[config.mk]
export PLATFORM = sky130hd
export DESIGN_NAME = multichannel_jump_debounce_filter_unit_flat
export DESIGN_NICKNAME = d
export VERILOG_FILES = /design/src/design/mjdf_pkg.sv /design/src/design/mjdf_ifs.sv /design/src/design/multichannel_jump_debounce_filter_unit.sv /design/src/design/mjdf_ram.sv /design/src/design/mjdf_cfg_regs.sv /design/src/design/mjdf_update.sv /design/src/flat_wrapper.sv
export SDC_FILE = /design/constraint.sdc
export NUM_CORES = 1
export LEC_CHECK = 0
export ABC_AREA = 1
export ABC_CLOCK_PERIOD_IN_PS = 8800
export BUFFER_PORTS_ARGS = -buffer_cell sky130_fd_sc_hd__buf_2
export CORE_MARGIN = 2
export CORE_UTILIZATION = 38
export DETAILED_ROUTE_END_ITERATION = 12
export PLACE_DENSITY = 0.52
export SLEW_MARGIN = 25
export SYNTH_ARGS = -nofsm -noshare
export SYNTH_HDL_FRONTEND = slang
export SYNTH_SLANG_ARGS = --single-unit
[constraint.sdc]
create_clock -name clk -period 8.8 [get_ports clk]
set_input_delay 0 -clock clk [delete_from_list [all_inputs] [get_ports clk]]
set_output_delay 0 -clock clk [all_outputs]
set_load 0.05 [all_outputs]
[src/design/mjdf_pkg.sv]
`default_nettype none
// ----------------------------------------------------------------------------
// mjdf_pkg
// shared types and constants of the multichannel jump debounce filter
// ----------------------------------------------------------------------------
package mjdf_pkg;

  localparam int unsigned CHAN_W     = 5;
  localparam int unsigned SAMPLE_W   = 24;
  localparam int unsigned CNT_W      = 4;
  localparam int unsigned CFG_IDX_W  = 2;
  localparam int unsigned CFG_DATA_W = 24;

  localparam logic [CNT_W-1:0]    STABLE_COUNT_RST   = 4'd5;
  localparam logic [SAMPLE_W-1:0] JUMP_THRESHOLD_RST = 24'd7;
  localparam logic [CNT_W-1:0]    JUMP_CONFIRM_RST   = 4'd3;

  // register indexes of the configuration port
  typedef enum logic [CFG_IDX_W-1:0] {
    REG_STABLE_COUNT   = 2'd0,
    REG_JUMP_THRESHOLD = 2'd1,
    REG_JUMP_CONFIRM   = 2'd2
  } cfg_reg_e;

  typedef struct packed {
    logic [CNT_W-1:0]    stable_count;
    logic [SAMPLE_W-1:0] jump_threshold;
    logic [CNT_W-1:0]    jump_confirm;
  } cfg_t;

  // one per-channel entry of the state memory
  typedef struct packed {
    logic [SAMPLE_W-1:0] held;
    logic [CNT_W-1:0]    cnt;
  } entry_t;

  typedef struct packed {
    entry_t entry;
    logic   pending;
  } upd_t;

endpackage : mjdf_pkg
`default_nettype wire

[src/design/mjdf_ifs.sv]
`default_nettype none
// ----------------------------------------------------------------------------
// mjdf channel interfaces
// valid/ready channels for samples, results and configuration writes
// ----------------------------------------------------------------------------
interface mjdf_sample_if;
  logic                          valid;
  logic                          ready;
  logic [mjdf_pkg::CHAN_W-1:0]   chan;
  logic [mjdf_pkg::SAMPLE_W-1:0] sample;

  modport source (output valid, output chan, output sample, input ready);
  modport sink   (input valid, input chan, input sample, output ready);
endinterface : mjdf_sample_if

interface mjdf_result_if;
  logic                          valid;
  logic                          ready;
  logic [mjdf_pkg::SAMPLE_W-1:0] filtered;

  modport source (output valid, output filtered, input ready);
  modport sink   (input valid, input filtered, output ready);
endinterface : mjdf_result_if

interface mjdf_cfg_if;
  logic                            valid;
  logic                            ready;
  logic [mjdf_pkg::CFG_IDX_W-1:0]  index;
  logic [mjdf_pkg::CFG_DATA_W-1:0] data;

  modport source (output valid, output index, output data, input ready);
  modport sink   (input valid, input index, input data, output ready);
endinterface : mjdf_cfg_if
`default_nettype wire

[src/design/multichannel_jump_debounce_filter_unit.sv]
`default_nettype none
// ----------------------------------------------------------------------------
// multichannel_jump_debounce_filter_unit
// per-channel debounce filter with shared jump confirmation
// ----------------------------------------------------------------------------
// Takes one sample transfer per clock while the result side keeps up and
// returns one result transfer per sample, in order: the addressed
// channel's held value after the update. Sustained rate is one item per
// cycle when results are not held off, set by the registered read of the
// state ram. A sample's ram read is registered in stage 1 at the transfer
// edge; its update lands in the output register when stage 1 moves on and
// waits there for its result transfer. A result left waiting
// holds the sample side off once stage 1 is also full. Held value and count
// of each channel live in one ram of CHANNELS entries; a flip-flop valid
// bit per entry makes never-written entries read as zero, so there is no
// clearing pass after reset. The jump-pending flag is a single register
// shared by all channels. A sample whose channel is not below CHANNELS
// leaves all state alone and returns zero. Configuration writes are taken
// at any time (cfg ready is tied high) but should only be made while idle.
// ----------------------------------------------------------------------------
module multichannel_jump_debounce_filter_unit #(
  parameter int unsigned CHANNELS = 32
) (
  input  wire logic    clk,
  input  wire logic    rst,
  mjdf_sample_if.sink  samples,
  mjdf_result_if.source results,
  mjdf_cfg_if.sink     cfg
);

  localparam int unsigned AW      = (CHANNELS > 1) ? $clog2(CHANNELS) : 1;
  localparam int unsigned ENTRY_W = $bits(mjdf_pkg::entry_t);

  // configuration
  mjdf_pkg::cfg_t regs;

  mjdf_cfg_regs u_cfg (
    .clk  (clk),
    .rst  (rst),
    .cfg  (cfg),
    .regs (regs)
  );

  // stage 1: item whose ram read is in flight / returned
  logic                          s1_valid;
  logic [AW-1:0]                 s1_addr;
  logic                          s1_inr;
  logic [mjdf_pkg::SAMPLE_W-1:0] s1_sample;

  // output register
  logic                          out_valid;
  logic [mjdf_pkg::SAMPLE_W-1:0] out_data;

  // last write, for forwarding over the read-first ram
  logic                          fwd_valid;
  logic [AW-1:0]                 fwd_addr;
  mjdf_pkg::entry_t              fwd_data;

  logic [CHANNELS-1:0]           entry_valid;
  logic                          jump_pending;

  logic                          in_xfer;
  logic                          s1_adv;
  logic                          in_range;
  logic [AW-1:0]                 in_addr;
  logic                          ram_we;
  logic [ENTRY_W-1:0]            ram_rdata;
  mjdf_pkg::entry_t              cur;
  mjdf_pkg::upd_t                upd;

  // stage 1 moves on whenever the output register is free or being drained
  assign s1_adv        = s1_valid && (!out_valid || results.ready);
  assign samples.ready = !s1_valid || s1_adv;
  assign in_xfer       = samples.valid && samples.ready;
  assign in_range      = 32'(samples.chan) < CHANNELS;
  assign in_addr       = AW'(samples.chan);
  assign ram_we        = s1_adv && s1_inr;

  mjdf_ram #(
    .WIDTH (ENTRY_W),
    .DEPTH (CHANNELS)
  ) u_ram (
    .clk   (clk),
    .we    (ram_we),
    .waddr (s1_addr),
    .wdata (upd.entry),
    .re    (in_xfer),
    .raddr (in_addr),
    .rdata (ram_rdata)
  );

  // entry seen by the update: latest write wins, unwritten entries are zero
  always_comb begin
    if (fwd_valid && (fwd_addr == s1_addr)) begin
      cur = fwd_data;
    end else if (entry_valid[s1_addr]) begin
      cur = mjdf_pkg::entry_t'(ram_rdata);
    end else begin
      cur = '0;
    end
  end

  mjdf_update u_upd (
    .regs    (regs),
    .cur     (cur),
    .pending (jump_pending),
    .sample  (s1_sample),
    .upd     (upd)
  );

  // control state
  always_ff @(posedge clk) begin
    if (rst) begin
      s1_valid     <= 1'b0;
      out_valid    <= 1'b0;
      fwd_valid    <= 1'b0;
      entry_valid  <= '0;
      jump_pending <= 1'b0;
    end else begin
      if (in_xfer) begin
        s1_valid <= 1'b1;
      end else if (s1_adv) begin
        s1_valid <= 1'b0;
      end
      if (s1_adv) begin
        out_valid <= 1'b1;
      end else if (results.ready) begin
        out_valid <= 1'b0;
      end
      if (ram_we) begin
        fwd_valid            <= 1'b1;
        entry_valid[s1_addr] <= 1'b1;
        jump_pending         <= upd.pending;
      end
    end
  end

  // payload
  always_ff @(posedge clk) begin
    if (in_xfer) begin
      s1_addr   <= in_addr;
      s1_inr    <= in_range;
      s1_sample <= samples.sample;
    end
    if (s1_adv) begin
      out_data <= s1_inr ? upd.entry.held : '0;
    end
    if (ram_we) begin
      fwd_addr <= s1_addr;
      fwd_data <= upd.entry;
    end
  end

  assign results.valid    = out_valid;
  assign results.filtered = out_data;

  // out-of-range channels return zero
  a_out_of_range_zero: assert property (@(posedge clk) disable iff (rst)
    (s1_adv && !s1_inr) |=> (results.valid && results.filtered == '0))
    else $error("out-of-range channel gave a nonzero result");

  // a stalled stage 1 keeps its item
  a_s1_hold: assert property (@(posedge clk) disable iff (rst)
    (s1_valid && !s1_adv) |=> (s1_valid && $stable(s1_addr) && $stable(s1_sample)))
    else $error("stage 1 item lost while stalled");

  // a written entry is marked valid and forwarded
  a_write_marks: assert property (@(posedge clk) disable iff (rst)
    ram_we |=> (entry_valid[fwd_addr] && fwd_valid))
    else $error("written entry not marked valid");

endmodule : multichannel_jump_debounce_filter_unit
`default_nettype wire

[src/design/mjdf_ram.sv]
`default_nettype none
// ----------------------------------------------------------------------------
// mjdf_ram
// generic single-port-write, single-port-read ram with registered read
// ----------------------------------------------------------------------------
module mjdf_ram #(
  parameter int unsigned WIDTH = 28,
  parameter int unsigned DEPTH = 32,
  localparam int unsigned AW   = (DEPTH > 1) ? $clog2(DEPTH) : 1
) (
  input  wire logic             clk,
  input  wire logic             we,
  input  wire logic [AW-1:0]    waddr,
  input  wire logic [WIDTH-1:0] wdata,
  input  wire logic             re,
  input  wire logic [AW-1:0]    raddr,
  output logic      [WIDTH-1:0] rdata
);

  logic [WIDTH-1:0] mem [DEPTH];

  always_ff @(posedge clk) begin
    if (we) begin
      mem[waddr] <= wdata;
    end
    // read-first: a same-address write is not seen here
    if (re) begin
      rdata <= mem[raddr];
    end
  end

endmodule : mjdf_ram
`default_nettype wire

[src/design/mjdf_cfg_regs.sv]
`default_nettype none
// ----------------------------------------------------------------------------
// mjdf_cfg_regs
// configuration registers, written over the cfg channel
// ----------------------------------------------------------------------------
module mjdf_cfg_regs (
  input  wire logic  clk,
  input  wire logic  rst,
  mjdf_cfg_if.sink   cfg,
  output mjdf_pkg::cfg_t regs
);

  assign cfg.ready = 1'b1;

  always_ff @(posedge clk) begin
    if (rst) begin
      regs.stable_count   <= mjdf_pkg::STABLE_COUNT_RST;
      regs.jump_threshold <= mjdf_pkg::JUMP_THRESHOLD_RST;
      regs.jump_confirm   <= mjdf_pkg::JUMP_CONFIRM_RST;
    end else if (cfg.valid) begin
      unique case (cfg.index)
        mjdf_pkg::REG_STABLE_COUNT: begin
          regs.stable_count <= cfg.data[mjdf_pkg::CNT_W-1:0];
        end
        mjdf_pkg::REG_JUMP_THRESHOLD: begin
          regs.jump_threshold <= cfg.data[mjdf_pkg::SAMPLE_W-1:0];
        end
        mjdf_pkg::REG_JUMP_CONFIRM: begin
          regs.jump_confirm <= cfg.data[mjdf_pkg::CNT_W-1:0];
        end
        default: begin
          // writes beyond the register list are dropped
        end
      endcase
    end
  end

endmodule : mjdf_cfg_regs
`default_nettype wire

[src/design/mjdf_update.sv]
`default_nettype none
// ----------------------------------------------------------------------------
// mjdf_update
// debounce and jump-confirm rule applied to one channel entry
// ----------------------------------------------------------------------------
module mjdf_update (
  input  wire mjdf_pkg::cfg_t                regs,
  input  wire mjdf_pkg::entry_t              cur,
  input  wire logic                          pending,
  input  wire logic [mjdf_pkg::SAMPLE_W-1:0] sample,
  output mjdf_pkg::upd_t                     upd
);

  logic [mjdf_pkg::SAMPLE_W-1:0] diff;
  logic                          is_jump;
  logic [mjdf_pkg::CNT_W-1:0]    cnt_inc;
  logic [mjdf_pkg::CNT_W-1:0]    stable_lim;

  always_comb begin
    diff       = (sample >= cur.held) ? (sample - cur.held) : (cur.held - sample);
    is_jump    = diff > regs.jump_threshold;
    cnt_inc    = cur.cnt + mjdf_pkg::CNT_W'(1);
    // a limit of zero wraps to fifteen
    stable_lim = regs.stable_count - mjdf_pkg::CNT_W'(1);

    upd.entry   = cur;
    upd.pending = pending;

    if (!pending) begin
      if (sample == cur.held) begin
        upd.entry.cnt = '0;
      end else if (cur.cnt == stable_lim) begin
        if (is_jump) begin
          upd.pending = 1'b1;
        end else begin
          upd.entry.held = sample;
        end
        upd.entry.cnt = '0;
      end else begin
        upd.entry.cnt = cnt_inc;
      end
    end else begin
      if (is_jump) begin
        upd.entry.cnt = cnt_inc;
        if (cnt_inc >= regs.jump_confirm) begin
          upd.entry.held = sample;
          upd.entry.cnt  = '0;
          upd.pending    = 1'b0;
        end
      end else begin
        upd.entry.cnt = '0;
        upd.pending   = 1'b0;
      end
    end
  end

endmodule : mjdf_update
`default_nettype wire

[src/flat_wrapper.sv]
// flat-port wrapper written by rule: the top's interface ports become plain ports
module multichannel_jump_debounce_filter_unit_flat 
#(
  parameter int unsigned CHANNELS = 32
)
  (clk, rst, samples_valid, samples_chan, samples_sample, samples_ready, results_valid, results_filtered, results_ready, cfg_valid, cfg_index, cfg_data, cfg_ready);
  mjdf_sample_if samples_i ();
  mjdf_result_if results_i ();
  mjdf_cfg_if cfg_i ();
  input  wire logic clk;
  input  wire logic rst;
  input wire logic [$bits(samples_i.valid)-1:0] samples_valid;
  input wire logic [$bits(samples_i.chan)-1:0] samples_chan;
  input wire logic [$bits(samples_i.sample)-1:0] samples_sample;
  output wire logic [$bits(samples_i.ready)-1:0] samples_ready;
  output wire logic [$bits(results_i.valid)-1:0] results_valid;
  output wire logic [$bits(results_i.filtered)-1:0] results_filtered;
  input wire logic [$bits(results_i.ready)-1:0] results_ready;
  input wire logic [$bits(cfg_i.valid)-1:0] cfg_valid;
  input wire logic [$bits(cfg_i.index)-1:0] cfg_index;
  input wire logic [$bits(cfg_i.data)-1:0] cfg_data;
  output wire logic [$bits(cfg_i.ready)-1:0] cfg_ready;
  assign samples_i.valid = samples_valid;
  assign samples_i.chan = samples_chan;
  assign samples_i.sample = samples_sample;
  assign samples_ready = samples_i.ready;
  assign results_valid = results_i.valid;
  assign results_filtered = results_i.filtered;
  assign results_i.ready = results_ready;
  assign cfg_i.valid = cfg_valid;
  assign cfg_i.index = cfg_index;
  assign cfg_i.data = cfg_data;
  assign cfg_ready = cfg_i.ready;
  multichannel_jump_debounce_filter_unit #(.CHANNELS(CHANNELS)) u_core (.clk(clk), .rst(rst), .samples(samples_i), .results(results_i), .cfg(cfg_i));
endmodule
==> reports/metrics.csv <==
stage,metric,value,unit
outcome,status,"complete, no violations",
placement,place_congestion,0.914,
floorplanning,initial_utilization,38.2,%
layout,utilization,43.8,%
cts,htree_num_levels,3,
critical_path,crit_required,9.22,ns
floorplanning,design.die.area,121000,µm²
global_routing,grt_start_max_net_pins,171,
critical_path,critPathSlowestCell,edfxtp_1,
layout,syn2layout_area_growth,14.7,%
timing,fin_crit_sh,92.2,%
layout,finalInstanceArea,51500,µm²
floorplanning,die_x,348,µm
routing,drc,0,
synth,ys_seq_area_share,68.9,%
synth,synth.most_common_cell,edfxtp_1,
critical_path,start_kind,register,
synth,syn_inst,3807,
cts,clock_path_buffers,3,
synth,async_flop_share,0,%
synth,syn_nets,3945,
global_routing,overflow,0,
synth,synth_common_cells,"edfxtp_1 (986), nor2_1 (688), o21ai_0 (538)",
critical_path,slowest_delay,0.54,ns
cts,cts-root-buf,clkbuf_16,
synth,ys_ff_latch,1054,
routing,post_drt_via_cell_ratio,5.66,
cts,clock_sinks,1054,
critical_path,path_buf_inv,6,
synth,yosysTopAreaCellShare,65.9,%
synth,yosysWarningCount,0,
cts,cts_buffers,108,
placement,placedInstanceArea,47200,µm²
timing,slew-limit-headroom,30.8,%
synth,postSynthAreaPerCell,11.8,µm²
critical_path,crit_family,compound AO/OA/AOI/OAI gates,
synth,synthFlopType,edfxtp_1,
routing,drt_wl_total,144000,µm
floorplanning,num_rows,126,
routing,drtAntennaViolNets,0,
floorplanning,io_pins,87,
routing,vias,31360,
flow_run,drv_cap,0,
global_routing,grt_pass1_wl,207000,µm
critical_path,arrival,8.53,ns
cts,cts_tree,built,
pwr,max-vdd-ir-drop,0.000178,V
timing,tightest_slew,1.04,ns
timing,fmax,123,MHz
global_routing,antenna_found_initial,2,
floorplanning,core,118000,µm²
floorplanning,die_h,348,µm
timing,fin_crit,8.12,ns
critical_path,path_class,register to register,
routing,first_pass_iters,5,
timing,clock-skew-final,0.0749,ns
global_routing,grt_pass1_vias,29345,
layout,drive_gt1_share,10.4,%
routing,wl_per_cell,26.0,µm
synth,synthDistinctLibCells,51,
layout,fin_nets,4045,
cts,clk_pin_slew,0.06,ns
placement,dpl.hpwl,77700,µm
routing,drtIter0Drc,3317,
placement,io_buffers,85,
timing,finalSetupViolCount,0,
critical_path,cp-end-kind,register,
global_routing,grt_use_total,23.2,%
synth,synth_edf_count,986,
synth,syn_area,44900,µm²
pwr,power.total,0.0110,W
cts,clk_latency,0.74,ns
cts,post_cts_buffers,0,
pwr,powerDensity,213,nW/µm²
min_path,hold_class,input port to register,
critical_path,worst_path_most_repeated_cell,nand2_1,
synth,ys_top_cells_by_area,"edfxtp_1 (66%), o21ai_0 (6.0%), nor2_1 (5.7%), o221ai_1 (3.5%), dfxtp_1 (3.0%)",
timing,hold_viol_final,0,
timing,slew_viol_final,0,
critical_path,crit_path_max_fanout,33,
timing,rsz0062_at_grt,false,
synth,synth_top_area_cell,edfxtp_1,
pwr,p_leak,17.1,nW
[kinds of logic (layout without fill, tap and decap cells)]
| family | after synthesis | count (layout) | synth area share [%] |
|---|---|---|---|
| buffers and inverters | 460 | 651 | 4.20 |
| and+or+nand+nor | 1162 | 1163 | 10.3 |
| xor gates and xnor gates | 33 | 33 | 0.643 |
| AOI/OAI and AO/OA | 1019 | 1019 | 13.7 |
| DFF | 1054 | 1054 | 68.9 |
| other | 1 | 4 | 0.00835 |
| adders and majority gates | 78 | 78 | 2.21 |
[worst paths after layout]
kind / cells past startpoint / slack, ns / from / to
setup reg to reg: 31 / 0.68 / u_core.s1_addr[1] / u_core.u_ram.mem[0][8]
hold / removal: 2 / 0.04 / samples_sample[18] / u_core.s1_sample[18]
hold reg to reg: 2 / 0.47 / u_core.u_cfg.regs[23] / u_core.u_cfg.regs[23]
setup / recovery: 31 / 0.68 / u_core.s1_addr[1] / u_core.u_ram.mem[0][8]
[power breakdown]
part / total, W / switching, W / internal (W) / leakage (nW)
Combinational: 0.000876 / 0.000644 / 0.000233 / 6.56
Sequential: 0.00564 / 0.0000441 / 0.00559 / 8.87
Clock: 0.00449 / 0.00199 / 0.00250 / 1.66
[registers in the layout, summed over array words and instances (netlist names)]
register and count:
u_core.fwd_data 4, u_core.fwd_valid 1, u_core.entry_valid 32, u_core.fwd_addr 5, u_core.s1_addr 5, u_core.s1_sample 24
u_core.s1_valid 1, u_core.u_cfg.regs 32, u_core.results.valid 1, u_core.results.filtered 24, u_core.u_ram.mem 896, u_core.jump_pending 1
u_core.u_ram.rdata 28
[per-stage QoR]
stage | setup TNS, ns | hold WS [ns] | setup slack (ns) | std cells
after floorplan | 0 | 0.0989 | 2.15 | 3807
after global placement | -41.25 | 0.180 | -0.182 | 5252
after detailed placement | -5.27 | 0.179 | -0.0831 | 5252
after CTS | 0 | 0.00119 | 0.0163 | 5534
after global routing | 0 | 0.0350 | 0.160 | 5535
final | 0 | 0.0405 | 0.685 | 5538
[layer usage]
layer | up-vias | global-route usage (%) | share of wire [%]
li1 | 14093 | - | -
met1 | 15863 | 33.9 | 45
met2 | 1201 | 36.4 | 45
met3 | 203 | 3.13 | 7.1
met4 | 0 | 6.49 | 2.6
met5 | - | 0 | 0
[repair_timing]
action,CTS,global route
gates resized for setup,1,7
endpoints found under the hold margin,95,0
hold buffers,80,0
gates cloned,0,1
setup endpoints to repair,443,792
pin swaps,0,1
[worst register-to-register path: cells and delay by family (launching register included)]
kind	cells	cell delay, ns
xor+xnor	1	0.28
buf+inv	6	1.57
fa+ha+maj	2	0.69
flops	1	0.54
simple gates	11	1.66
compound gates	11	3.03
[layout by cell type, fill, tap and decap left out, types with 76 or more instances in the layout]
master / Yosys / routed
clkbuf_16: 0 / 108
buf_4: 29 / 81
o221ai_1: 178 / 178
buf_2: 11 / 82
inv_1: 189 / 184
edfxtp_1: 986 / 986
dlygate4sd3_1: 0 / 80
ha_1: 76 / 76
a21oi_1: 100 / 100
nand3_1: 99 / 98
nand2_1: 332 / 332
o21ai_0: 538 / 538
nor2_1: 688 / 651
[layout make-up]
type                            count  area [µm²]
Clock buffer                      140        2840
Multi-Input combinational cell   2294       12500
Clock inverter                     62         609
Timing Repair Buffer              251        1970
Inverter                          198         763
Antenna cell                        3        7.51
Tap cell                         1536        1920
Fill cell                       10847       66100
Sequential cell                  1054       31000
No activity file was read; power rests on OpenSTA's default activity.
